--- config.mk ---
export PLATFORM = sky130hd
export DESIGN_NAME = axis_tolerance_time_monitor_top
export DESIGN_NICKNAME = d
export VERILOG_FILES = /design/src/hdl/atm_pkg.sv /design/src/hdl/atm_cfg_regs.sv /design/src/hdl/atm_monitor.sv /design/src/hdl/axis_tolerance_time_monitor_top.sv
export SDC_FILE = /design/constraint.sdc
export NUM_CORES = 1
export LEC_CHECK = 0
export ABC_AREA = 1
export BUFFER_PORTS_ARGS = -buffer_cell sky130_fd_sc_hd__buf_2
export CAP_MARGIN = 25
export CORE_ASPECT_RATIO = 0.7
export CORE_UTILIZATION = 40
export CTS_CLUSTER_DIAMETER = 60
export CTS_CLUSTER_SIZE = 12
export DETAILED_ROUTE_END_ITERATION = 10
export PLACE_DENSITY_LB_ADDON = 0.1
export SKIP_LAST_GASP = 1
export SLEW_MARGIN = 0
export SYNTH_ARGS = -nofsm -noshare
export SYNTH_HDL_FRONTEND = slang
export SYNTH_HIERARCHICAL = 1
export SYNTH_SLANG_ARGS = --single-unit
export TNS_END_PERCENT = 10
--- constraint.sdc ---
create_clock -name clk -period 7.3 [get_ports clk]
set_input_delay 1.095 -clock clk [delete_from_list [all_inputs] [get_ports clk]]
set_output_delay 1.095 -clock clk [all_outputs]
set_load 0.005 [all_outputs]
--- src/hdl/atm_pkg.sv ---
// ----------------------------------------------------------------------------
// Axis tolerance time monitor package
// Shared widths, register indexes, payload structs and the saturating
// magnitude function.
// ----------------------------------------------------------------------------
package atm_pkg;

	localparam int VALUE_WIDTH = 32;
	localparam int MAG_W       = VALUE_WIDTH - 1;
	localparam int TOL_W       = 31;
	localparam int CMP_W       = (MAG_W > TOL_W) ? MAG_W : TOL_W;
	localparam int CFG_IDX_W   = 3;
	localparam int CFG_DATA_W  = 31;

	// Bit positions inside monitor_enables.
	localparam int EN_IN_POS    = 0;
	localparam int EN_LAG       = 1;
	localparam int EN_OVERSPEED = 2;

	// Reset values of the configuration registers.
	localparam logic [2:0]  ENABLES_RST     = 3'd3;
	localparam logic [15:0] OS_TRAJ_DLY_RST = 16'd200;
	localparam logic [15:0] OS_DRV_DLY_RST  = 16'd400;

	typedef enum logic [CFG_IDX_W-1:0] {
		REG_MONITOR_ENABLES       = 3'd0,
		REG_IN_POSITION_TOLERANCE = 3'd1,
		REG_IN_POSITION_CYCLES    = 3'd2,
		REG_LAG_TOLERANCE         = 3'd3,
		REG_LAG_CYCLES            = 3'd4,
		REG_VELOCITY_LIMIT        = 3'd5,
		REG_OVERSPEED_TRAJ_DELAY  = 3'd6,
		REG_OVERSPEED_DRIVE_DELAY = 3'd7
	} cfg_reg_t;

	typedef struct packed {
		logic [2:0]       monitor_enables;
		logic [TOL_W-1:0] in_position_tolerance;
		logic [15:0]      in_position_cycles;
		logic [TOL_W-1:0] lag_tolerance;
		logic [14:0]      lag_cycles;
		logic [TOL_W-1:0] velocity_limit;
		logic [15:0]      overspeed_traj_delay;
		logic [15:0]      overspeed_drive_delay;
	} cfg_t;

	typedef struct packed {
		logic                          clear_monitor;
		logic                          axis_enabled;
		logic                          axis_enabled_prev;
		logic signed [VALUE_WIDTH-1:0] control_error;
		logic signed [VALUE_WIDTH-1:0] target_position_wrapped;
		logic signed [VALUE_WIDTH-1:0] position_setpoint;
		logic signed [VALUE_WIDTH-1:0] velocity_actual;
		logic signed [VALUE_WIDTH-1:0] velocity_setpoint;
	} tick_t;

	typedef struct packed {
		logic in_position;
		logic lag_traj_interlock;
		logic lag_drive_interlock;
		logic overspeed_traj_interlock;
		logic overspeed_drive_interlock;
	} result_t;

	// Absolute value; the most negative code saturates to the largest positive one.
	function automatic logic [MAG_W-1:0] magnitude(input logic [VALUE_WIDTH-1:0] v);
		logic [VALUE_WIDTH-1:0] neg;
		logic [MAG_W-1:0]       mag;
		neg = -v;
		if (!v[VALUE_WIDTH-1]) begin
			mag = v[MAG_W-1:0];
		end else if (neg[VALUE_WIDTH-1]) begin
			mag = '1;
		end else begin
			mag = neg[MAG_W-1:0];
		end
		return mag;
	endfunction

endpackage

--- src/hdl/atm_cfg_regs.sv ---
// ----------------------------------------------------------------------------
// Axis tolerance time monitor configuration registers
// Holds the eight monitor settings, written through a plain write port.
// ----------------------------------------------------------------------------
module atm_cfg_regs (
	input  logic                             clk,
	input  logic                             arst_n,
	input  logic                             cfg_we,
	input  logic [atm_pkg::CFG_IDX_W-1:0]    cfg_index,
	input  logic [atm_pkg::CFG_DATA_W-1:0]   cfg_data,
	output atm_pkg::cfg_t                    cfg
);

	atm_pkg::cfg_t cfg_q;

	always_ff @(posedge clk or negedge arst_n) begin
		if (!arst_n) begin
			cfg_q                       <= '0;
			cfg_q.monitor_enables       <= atm_pkg::ENABLES_RST;
			cfg_q.overspeed_traj_delay  <= atm_pkg::OS_TRAJ_DLY_RST;
			cfg_q.overspeed_drive_delay <= atm_pkg::OS_DRV_DLY_RST;
		end else if (cfg_we) begin
			case (atm_pkg::cfg_reg_t'(cfg_index))
				atm_pkg::REG_MONITOR_ENABLES: begin
					cfg_q.monitor_enables <= cfg_data[2:0];
				end
				atm_pkg::REG_IN_POSITION_TOLERANCE: begin
					cfg_q.in_position_tolerance <= cfg_data[atm_pkg::TOL_W-1:0];
				end
				atm_pkg::REG_IN_POSITION_CYCLES: begin
					cfg_q.in_position_cycles <= cfg_data[15:0];
				end
				atm_pkg::REG_LAG_TOLERANCE: begin
					cfg_q.lag_tolerance <= cfg_data[atm_pkg::TOL_W-1:0];
				end
				atm_pkg::REG_LAG_CYCLES: begin
					cfg_q.lag_cycles <= cfg_data[14:0];
				end
				atm_pkg::REG_VELOCITY_LIMIT: begin
					cfg_q.velocity_limit <= cfg_data[atm_pkg::TOL_W-1:0];
				end
				atm_pkg::REG_OVERSPEED_TRAJ_DELAY: begin
					cfg_q.overspeed_traj_delay <= cfg_data[15:0];
				end
				atm_pkg::REG_OVERSPEED_DRIVE_DELAY: begin
					cfg_q.overspeed_drive_delay <= cfg_data[15:0];
				end
				default: begin
					cfg_q <= cfg_q;
				end
			endcase
		end
	end

	assign cfg = cfg_q;

endmodule

--- src/hdl/atm_monitor.sv ---
// ----------------------------------------------------------------------------
// Axis tolerance time monitor core
// Holds the monitor counters and the overspeed latch and evaluates one tick
// per step: in-position, following error and over-velocity.
// ----------------------------------------------------------------------------
module atm_monitor (
	input  logic             clk,
	input  logic             arst_n,
	input  logic             step,
	input  atm_pkg::tick_t   tick,
	input  atm_pkg::cfg_t    cfg,
	output atm_pkg::result_t result
);

	logic [16:0] ip_cnt_q, ip_cnt_d;
	logic [15:0] lag_cnt_q, lag_cnt_d;
	logic [16:0] os_traj_cnt_q, os_traj_cnt_d;
	logic [16:0] os_drv_cnt_q, os_drv_cnt_d;
	logic        os_latched_q, os_latched_d;

	logic [atm_pkg::MAG_W-1:0] err_mag, va_mag, vs_mag;
	logic [atm_pkg::CMP_W-1:0] err_x, va_x, vs_x;
	logic [15:0]               lag_twice;
	logic                      en, en_both, fast;

	always_comb begin
		err_mag   = atm_pkg::magnitude(tick.control_error);
		va_mag    = atm_pkg::magnitude(tick.velocity_actual);
		vs_mag    = atm_pkg::magnitude(tick.velocity_setpoint);
		err_x     = atm_pkg::CMP_W'(err_mag);
		va_x      = atm_pkg::CMP_W'(va_mag);
		vs_x      = atm_pkg::CMP_W'(vs_mag);
		lag_twice = {cfg.lag_cycles, 1'b0};
		en        = tick.axis_enabled;
		en_both   = tick.axis_enabled && tick.axis_enabled_prev;
		fast      = (va_x > atm_pkg::CMP_W'(cfg.velocity_limit)) ||
		            (vs_x > atm_pkg::CMP_W'(cfg.velocity_limit));

		ip_cnt_d      = ip_cnt_q;
		lag_cnt_d     = lag_cnt_q;
		os_traj_cnt_d = os_traj_cnt_q;
		os_drv_cnt_d  = os_drv_cnt_q;
		os_latched_d  = os_latched_q;
		result        = '0;

		if (tick.clear_monitor) begin
			ip_cnt_d      = '0;
			lag_cnt_d     = '0;
			os_traj_cnt_d = '0;
			os_drv_cnt_d  = '0;
			os_latched_d  = 1'b0;
		end else begin
			// In-position: error small and target reached for long enough.
			if (cfg.monitor_enables[atm_pkg::EN_IN_POS] && en) begin
				if ((err_x < atm_pkg::CMP_W'(cfg.in_position_tolerance)) &&
				    (tick.target_position_wrapped == tick.position_setpoint)) begin
					if (ip_cnt_q <= 17'(cfg.in_position_cycles)) begin
						ip_cnt_d = ip_cnt_q + 17'd1;
					end
					result.in_position = (ip_cnt_d > 17'(cfg.in_position_cycles));
				end else begin
					ip_cnt_d = '0;
				end
			end else begin
				result.in_position = 1'b1;
			end

			// Following error.
			if (cfg.monitor_enables[atm_pkg::EN_LAG]) begin
				if ((err_x > atm_pkg::CMP_W'(cfg.lag_tolerance)) && en_both) begin
					if (lag_cnt_q <= lag_twice) begin
						lag_cnt_d = lag_cnt_q + 16'd1;
					end
					result.lag_traj_interlock  = (lag_cnt_d > 16'(cfg.lag_cycles));
					result.lag_drive_interlock = (lag_cnt_d >= lag_twice);
				end else begin
					lag_cnt_d = '0;
				end
			end

			// Over-velocity: traj latch after a delay, drive flag after a further one.
			if (!en_both) begin
				os_latched_d  = 1'b0;
				os_traj_cnt_d = '0;
				os_drv_cnt_d  = '0;
			end else begin
				if (fast && cfg.monitor_enables[atm_pkg::EN_OVERSPEED]) begin
					if (os_traj_cnt_q <= 17'(cfg.overspeed_traj_delay)) begin
						os_traj_cnt_d = os_traj_cnt_q + 17'd1;
					end
				end else begin
					os_traj_cnt_d = '0;
				end
				if (!os_latched_q) begin
					os_latched_d = (os_traj_cnt_d >= 17'(cfg.overspeed_traj_delay));
				end
				// The drive counter wraps to zero once past its limit.
				if (os_latched_d && (os_drv_cnt_q <= 17'(cfg.overspeed_drive_delay))) begin
					os_drv_cnt_d = os_drv_cnt_q + 17'd1;
				end else begin
					os_drv_cnt_d = '0;
				end
				result.overspeed_traj_interlock  = os_latched_d;
				result.overspeed_drive_interlock = os_latched_d &&
					(os_drv_cnt_d >= 17'(cfg.overspeed_drive_delay));
			end
		end
	end

	always_ff @(posedge clk or negedge arst_n) begin
		if (!arst_n) begin
			ip_cnt_q      <= '0;
			lag_cnt_q     <= '0;
			os_traj_cnt_q <= '0;
			os_drv_cnt_q  <= '0;
			os_latched_q  <= 1'b0;
		end else if (step) begin
			ip_cnt_q      <= ip_cnt_d;
			lag_cnt_q     <= lag_cnt_d;
			os_traj_cnt_q <= os_traj_cnt_d;
			os_drv_cnt_q  <= os_drv_cnt_d;
			os_latched_q  <= os_latched_d;
		end
	end

endmodule

--- src/hdl/axis_tolerance_time_monitor_top.sv ---
// ----------------------------------------------------------------------------
// Axis tolerance time monitor, top level
// The accepting edge loads the input register; the tick moves on into the
// result register when the input stage advances, which an output stall holds.
// Throughput: one request per cycle while out_stall is low; the monitor
// update is one short compare-and-count pass from input to result register.
// Reset: arst_n clears all counters, the overspeed latch and both valid bits
// at once, and loads the register defaults (enables 3, delays 200 and 400).
// ----------------------------------------------------------------------------
module axis_tolerance_time_monitor_top (
	input  logic                                  clk,
	input  logic                                  arst_n,

	// Configuration write port.
	input  logic                                  cfg_we,
	input  logic [atm_pkg::CFG_IDX_W-1:0]         cfg_index,
	input  logic [atm_pkg::CFG_DATA_W-1:0]        cfg_data,

	// Input channel: one request is one control-cycle tick.
	input  logic                                  in_valid,
	output logic                                  in_stall,
	input  logic                                  clear_monitor,
	input  logic                                  axis_enabled,
	input  logic                                  axis_enabled_prev,
	input  logic signed [atm_pkg::VALUE_WIDTH-1:0] control_error,
	input  logic signed [atm_pkg::VALUE_WIDTH-1:0] target_position_wrapped,
	input  logic signed [atm_pkg::VALUE_WIDTH-1:0] position_setpoint,
	input  logic signed [atm_pkg::VALUE_WIDTH-1:0] velocity_actual,
	input  logic signed [atm_pkg::VALUE_WIDTH-1:0] velocity_setpoint,

	// Output channel: one result request per tick.
	output logic                                  out_valid,
	input  logic                                  out_stall,
	output logic                                  in_position,
	output logic                                  lag_traj_interlock,
	output logic                                  lag_drive_interlock,
	output logic                                  overspeed_traj_interlock,
	output logic                                  overspeed_drive_interlock
);

	atm_pkg::cfg_t    cfg;
	atm_pkg::tick_t   tick_s1;
	atm_pkg::result_t result;
	atm_pkg::result_t result_q;
	logic             valid_s1;
	logic             out_valid_q;
	logic             advance;
	logic             accept;

	// The input stage moves on whenever the result register is empty or is
	// being drained this cycle. A new request is taken whenever the input
	// register is empty or moving on, so a waiting result never blocks the
	// input side as long as the input register is free.
	assign advance  = !out_valid_q || !out_stall;
	assign in_stall = valid_s1 && !advance;
	assign accept   = in_valid && !in_stall;

	atm_cfg_regs u_cfg (
		.clk       (clk),
		.arst_n    (arst_n),
		.cfg_we    (cfg_we),
		.cfg_index (cfg_index),
		.cfg_data  (cfg_data),
		.cfg       (cfg)
	);

	// Input register: payload has no reset, only its valid bit does.
	always_ff @(posedge clk) begin
		if (accept) begin
			tick_s1.clear_monitor           <= clear_monitor;
			tick_s1.axis_enabled            <= axis_enabled;
			tick_s1.axis_enabled_prev       <= axis_enabled_prev;
			tick_s1.control_error           <= control_error;
			tick_s1.target_position_wrapped <= target_position_wrapped;
			tick_s1.position_setpoint       <= position_setpoint;
			tick_s1.velocity_actual         <= velocity_actual;
			tick_s1.velocity_setpoint       <= velocity_setpoint;
		end
	end

	always_ff @(posedge clk or negedge arst_n) begin
		if (!arst_n) begin
			valid_s1 <= 1'b0;
		end else if (accept) begin
			valid_s1 <= 1'b1;
		end else if (advance) begin
			valid_s1 <= 1'b0;
		end
	end

	// The monitor commits its counters exactly when the tick in the input
	// register moves into the result register, so each tick is counted once.
	atm_monitor u_monitor (
		.clk    (clk),
		.arst_n (arst_n),
		.step   (valid_s1 && advance),
		.tick   (tick_s1),
		.cfg    (cfg),
		.result (result)
	);

	// Result register.
	always_ff @(posedge clk) begin
		if (valid_s1 && advance) begin
			result_q <= result;
		end
	end

	always_ff @(posedge clk or negedge arst_n) begin
		if (!arst_n) begin
			out_valid_q <= 1'b0;
		end else if (advance) begin
			out_valid_q <= valid_s1;
		end
	end

	assign out_valid                 = out_valid_q;
	assign in_position               = result_q.in_position;
	assign lag_traj_interlock        = result_q.lag_traj_interlock;
	assign lag_drive_interlock       = result_q.lag_drive_interlock;
	assign overspeed_traj_interlock  = result_q.overspeed_traj_interlock;
	assign overspeed_drive_interlock = result_q.overspeed_drive_interlock;

endmodule

# Yosys cells after proc, flatten, opt, wreduce, memory -nomap -nowiden
# Cells that the tools add are included.
[op_classes]
bitwise_logic = 3
addsub = 7
eq_ne = 8
order_cmp = 13
muxes = 40
n_reduce_logical = 32
[op_table]
columns = ["op", "n"]
rows = [
  ["17-bit two-way mux", 18],
  ["31-bit two-way mux", 6],
  ["16-bit two-way mux", 7],
  ["32-bit negation", 3],
  ["31-bit greater-than comparator", 3],
  ["17-bit by 1-bit adder with 17-bit output, second input constant", 3],
  ["17-bit by 16-bit less-or-equal comparator with 1-bit output", 3],
  ["17-bit by 16-bit >= comparator with 1-bit output", 2],
  ["32-bit equality test", 1],
  ["31-bit < comparator", 1],
  ["2-bit AND reduction", 10],
  ["17-bit by 16-bit greater-than comparator with 1-bit output", 1],
  ["16-bit by 1-bit adder with 16-bit output, second input constant", 1],
  ["16-bit >= comparator", 1],
  ["16-bit by 15-bit greater-than comparator with 1-bit output", 1],
  ["16-bit less-or-equal comparator", 1],
  ["3-bit equality test, second input constant", 4],
  ["1-bit logical AND", 10],
  ["1-bit two-way mux", 9],
  ["3-bit by 2-bit equality test with 1-bit output, second input constant", 2],
  ["2-bit nonzero test", 3],
  ["1-bit zero test", 4],
  ["3-bit by 1-bit equality test with 1-bit output, second input constant", 1],
  ["3-bit zero test", 1],
  ["other kinds (4)", 7],
]
[word_totals]
reg_bits = 397

# Depth between registers and ports, before layout
[depth]
depth_word = 19
depth_mapped = 60

# By module
# The synthesis kept the hierarchy.
[by_module_without_submodules]
columns = ["mod", "area_per_inst_um2", "instances", "cells_each", "seq_area_each_um2"]
rows = [
  ["atm_monitor", 14883.0, 1, 2433, 1701.6],
  ["atm_cfg_regs", 6143.4, 1, 699, 3988.8],
  ["axis_tolerance_time_monitor_top", 5139.9, 1, 180, 5094.9],
]

# Worst setup path before layout
# No wires, ideal clock.
[synth_timing]
kind = "reg2reg"
start = "reg tick_s1[0] (netlist name)"
end = "reg result_q (netlist bit overspeed_drive_interlock), data pin"
required_ns = 7.042
setup_ns = 0.258
arrival_time_ns = 5.781
path_buffers = 2
path_slack_ns = 1.261
path_stages_with_launch = 58
period_less_slack_ns = 6.039
path_cell_list = "edfxtp_1 > inv_1 > ha_1 > nand3_1 > nand3b_1 > inv_1 > nand2_1 > inv_1 > nand2_1 > inv_1 > nand2_1 > inv_1 > nand2_1 > nor2_1 > nand2_1 > nand2_1 > nor2_1 > nor2_1 > [22 not listed] > a21oi_1 > nand2_2 > nand2_2 > buf_2 > nor2_1 > ha_1 > a21oi_1 > nor2_1 > nor2_1 > nand4_1 > nand2_1 > nand3_1 > nand2_1 > nand2_1 > nand2_1 > nand2_1 > nor2_1 > a21oi_1"
[synth_between]
elab_chain_cells = 19
[synth_lines]
columns = ["element", "line_no", "rtl"]
rows = [
  ["start: declaration", "axis_tolerance_time_monitor_top.sv:42", "atm_pkg::tick_t tick_s1;"],
  ["32-bit negation", "atm_pkg.sv:70", "neg = -v;"],
  ["31-bit two-way mux", "atm_pkg.sv:73", "end else if (neg[VALUE_WIDTH-1]) begin"],
  ["31-bit two-way mux (*)", "atm_pkg.sv:71", "if (!v[VALUE_WIDTH-1]) begin"],
  ["31-bit greater-than comparator (*)", "atm_monitor.sv:37", "(vs_x > atm_pkg::CMP_W'(cfg.velocity_limit));"],
  ["1-bit logical OR (*)", "atm_monitor.sv:36", "fast = (va_x > atm_pkg::CMP_W'(cfg.velocity_limit)) ||"],
  ["1-bit logical AND (*)", "atm_monitor.sv:87", "if (fast && cfg.monitor_enables[atm_pkg::EN_OVERSPEED]) begin"],
  ["17-bit two-way mux (*)", "atm_monitor.sv:87", ""],
  ["17-bit two-way mux (*)", "atm_monitor.sv:82", "if (!en_both) begin"],
  ["[3 not listed]", "--", ""],
  ["1-bit two-way mux (*)", "atm_monitor.sv:82", ""],
  ["1-bit two-way mux (*)", "atm_monitor.sv:46", "if (tick.clear_monitor) begin"],
  ["1-bit logical AND", "atm_monitor.sv:98", "if (os_latched_d && (os_drv_cnt_q <= 17'(cfg.overspeed_drive_delay))) begin"],
  ["17-bit two-way mux", "atm_monitor.sv:98", ""],
  ["17-bit two-way mux", "atm_monitor.sv:82", ""],
  ["17-bit two-way mux", "atm_monitor.sv:46", ""],
  ["17-bit by 16-bit >= comparator with 1-bit output", "atm_monitor.sv:105", "(os_drv_cnt_d >= 17'(cfg.overspeed_drive_delay));"],
  ["1-bit logical AND (*)", "atm_monitor.sv:104", "result.overspeed_drive_interlock = os_latched_d &&"],
  ["end signal: assignment", "axis_tolerance_time_monitor_top.sv:105", "result_q <= result;"],
  ["end: declaration", "axis_tolerance_time_monitor_top.sv:44", "atm_pkg::result_t result_q;"],
]
# Every way passes the cells marked *; elsewhere a longest branch is shown, timed or not. The select of a mux whose other input is x is not followed.
# A chain may end at the register's enable or synchronous reset.

# Worst setup path in the final report
# Same ends and word-level chain as after synthesis.

==> reports/results.ini <==
[clock_network]
clockBufferDepth = 3
cts_buffers = 45
cts_root_buffer = clkbuf_16
htree_levels = 2
clk_pin_slew_ns = 0.06
clk-insertion-delay-late_ns = 0.61
cts_tree = yes
clock-sinks = 397

[cells_and_area]
synthToLayoutAreaGrowth_pct = 13.2
postLayoutCellArea_mm2 = 0.0296
final_nets = 3982
final_common_cell = nand2_1
final_cells = 4427
layout-drive-gt1-share = 0.108
final_cell_mix = 964 x nand2_1, 452 x inv_1, 271 x ha_1, 246 x nor2_1, 221 x dfrtp_1

[synth]
synth_top_area_cell = dfrtp_1
synth.net_count = 3785
synth-edff-count = 168
synth_fa_ha_area_frac = 0.130
syn_area_mm2 = 0.0262
ys_top_cells_by_area = dfrtp_1 21%, edfxtp_1 19%, nand2_1 14%
postSynthAreaPerCell_um2 = 7.90
synthCells = 3312
synth_mux_area_frac = 0
synthDistinctLibCells = 55
yosysTopAreaCellShare = 0.211
synth_xor_area_frac = 0.0248
ys_seq_elements = 397
async_reset_ff_frac = 0.577
yosysWarnings = 6
synth_simple_gate_area_frac = 0.283
synth_compound_area_frac = 0.0699
synth_top_family_by_area = simple AND/OR/NAND/NOR gates
synth_seq_area_share = 0.412
synth_flop_cell = dfrtp_1

[sta]
fin_skew_ns = 0.0272
slew_headroom = 0.343
fin_crit_sh = 0.904
hold_viol = 0
slew_viol_final = 0
setup_violations = 0
tightest_slew_ns = 0.985
finalCriticalPeriod_ns = 6.60
timing.hold.ws_ns = 0.465
tns_ns = 0
rsz0062_at_grt = false
max_freq_mhz = 151

[setup_path]
crit_arrival_ns = 6.95
path_class = flop to flop
timing.critical_path.mode_cell = nand2_1
critPathMaxStageDelay_ns = 0.39
worstPathRequired_ns = 7.65
critPathLaunchType = flop
worstSetupEndpointType = flop
slowest_stage = edfxtp_1
rr_startpoint = tick_s1[0]$_DFFE_PP_
crit_fanout = 17
startpoint = tick_s1[0]$_DFFE_PP_

[routing]
routed_via_density = 5.12
ant_nets = 0
dr.pass1.iters = 5
vias = 22700
wl_per_cell_um = 17.0
drt_iter0_markers = 1790
drcViolationCount = 0
wl_um = 75500

[place]
dpl.hpwl_um = 57100
dp_cells = 4341
dpl_cell_area_mm2 = 0.0282
gp_congestion = 0.935
io_buffers = 208

[floorplan]
die_area_mm2 = 0.0665
pin_count = 209
die_w_um = 308
fp.coreArea_mm2 = 0.0647
initial_core_util = 0.404
num_rows = 78
die_height_um = 216

[global_routing]
grt_max_degree = 111
grt_pass1_vias = 21600
antenna_found_initial = 2
grt_overflow = 0
grt_pass1_wl_um = 120000
grt_use_total = 0.228

[job]
cap_violations = 0

[hold_path]
holdCritPathClass = flop to flop
worstHoldStart = u_cfg/cfg[7]$_DFFE_PN1P_

[pwr]
power_w = 0.00635
p_per_area_mw_per_mm2 = 215
leakagePower_nw = 15.0
peakVddDrop_v = 0.000144

[status]
status = completed

## cells in the mapped netlist (5+ instances only)
cell type,instances
nand2_1,964
inv_1,453
ha_1,271
nor2_1,248
dfrtp_1,221
nand3_1,199
edfxtp_1,168
o21ai_0,141
a21oi_1,110
nand4_1,98
nor3_1,68
xor2_1,59
clkbuf_1,48
or2_2,28
nor4_1,27
buf_2,24
nand3b_1,21
o22ai_1,21
xnor2_1,15
a211oi_1,10
o21a_1,9
a21o_1,8
dfstp_2,8
nor2_2,8
inv_2,7
nand2_2,7
nand3_2,7
nor2_4,6
o211ai_1,5
or3_1,5
## where the power goes
group	internal, W	switching, W
clock network	0.00122	0.000992
registers	0.00258	0.000152
logic	0.000497	0.000903
## worst max-delay path, delay by kind of cell, from the launching register on
| family | cells | cell delay (ns) |
|---|---|---|
| AOI/OAI and AO/OA | 6 | 1.10 |
| adders and majority gates | 4 | 1.01 |
| buffers and inverters | 8 | 0.84 |
| DFF | 1 | 0.39 |
| and+or+nand+nor | 34 | 2.98 |
## cells by family after synthesis
| group | after synthesis |
|---|---|
| compound gates | 329 |
| xor+xnor | 74 |
| fa+ha+maj | 271 |
| buf+inv | 542 |
| flops | 397 |
| simple gates | 1699 |
## path summary, 6_finish.rpt
| kind | end | cells past startpoint | slack [ns] |
|---|---|---|---|
| max | overspeed_drive_interlock$_DFFE_PP_ | 52 | 0.70 |
| min | u_cfg/cfg[7]$_DFFE_PN1P_ | 2 | 0.47 |
| max reg2reg | overspeed_drive_interlock$_DFFE_PP_ | 52 | 0.70 |
| min reg2reg | u_cfg/cfg[7]$_DFFE_PN1P_ | 2 | 0.47 |
| max in group asynchronous | u_cfg/cfg[94]$_DFFE_PN0P_ | 2 | 5.23 |
| min in group asynchronous | u_monitor/os_drv_cnt_q[11]$_DFFE_PN0P_ | 1 | 0.58 |
## registers in the layout (all words and copies together), names as in the netlist
| name | flops |
|---|---|
| in_position | 1 |
| lag_drive_interlock | 1 |
| lag_traj_interlock | 1 |
| out_valid | 1 |
| overspeed_drive_interlock | 1 |
| overspeed_traj_interlock | 1 |
| tick_s1 | 163 |
| u_cfg/cfg | 159 |
| u_monitor/ip_cnt_q | 17 |
| u_monitor/lag_cnt_q | 16 |
| u_monitor/os_drv_cnt_q | 17 |
| u_monitor/os_latched_q | 1 |
| u_monitor/os_traj_cnt_q | 17 |
| valid_s1 | 1 |
## cell type report
cell class                      count  area, um2
Inverter                          463       1740
Clock buffer                       66       1220
Sequential cell                   397      10800
Fill cell                        6430      35100
Timing Repair Buffer              229       1260
Multi-Input combinational cell   2373      13300
Tap cell                          880       1100
Antenna cell                        2       5.00
Clock inverter                     17        186
## timing repair
item / CTS / global route
gates resized for setup: 0 / 3
setup buffers: 0 / 0
setup endpoints to repair: 0 / 1
hold buffers: 0 / 0
## through the flow
step / util / setup WS (ns)
finish: 0.458 / 0.698
global route: 0.458 / 0.0535
CTS: 0.457 / 0.592
detailed placement: 0.435 / 0.613
global placement: 0.434 / 0.757
floorplan: - / 1.26
## layer usage
layer / vias up / wire length, um / part of all wire / track usage
li1: 11300 / - / - / -
met1: 10600 / 38700 / 0.51 / 0.355
met2: 631 / 30700 / 0.41 / 0.327
met3: 81 / 4810 / 0.064 / 0.0383
met4: 0 / 1180 / 0.016 / 0.0464
met5: - / 0 / 0 / 0
(Power assumes the default switching activity.)
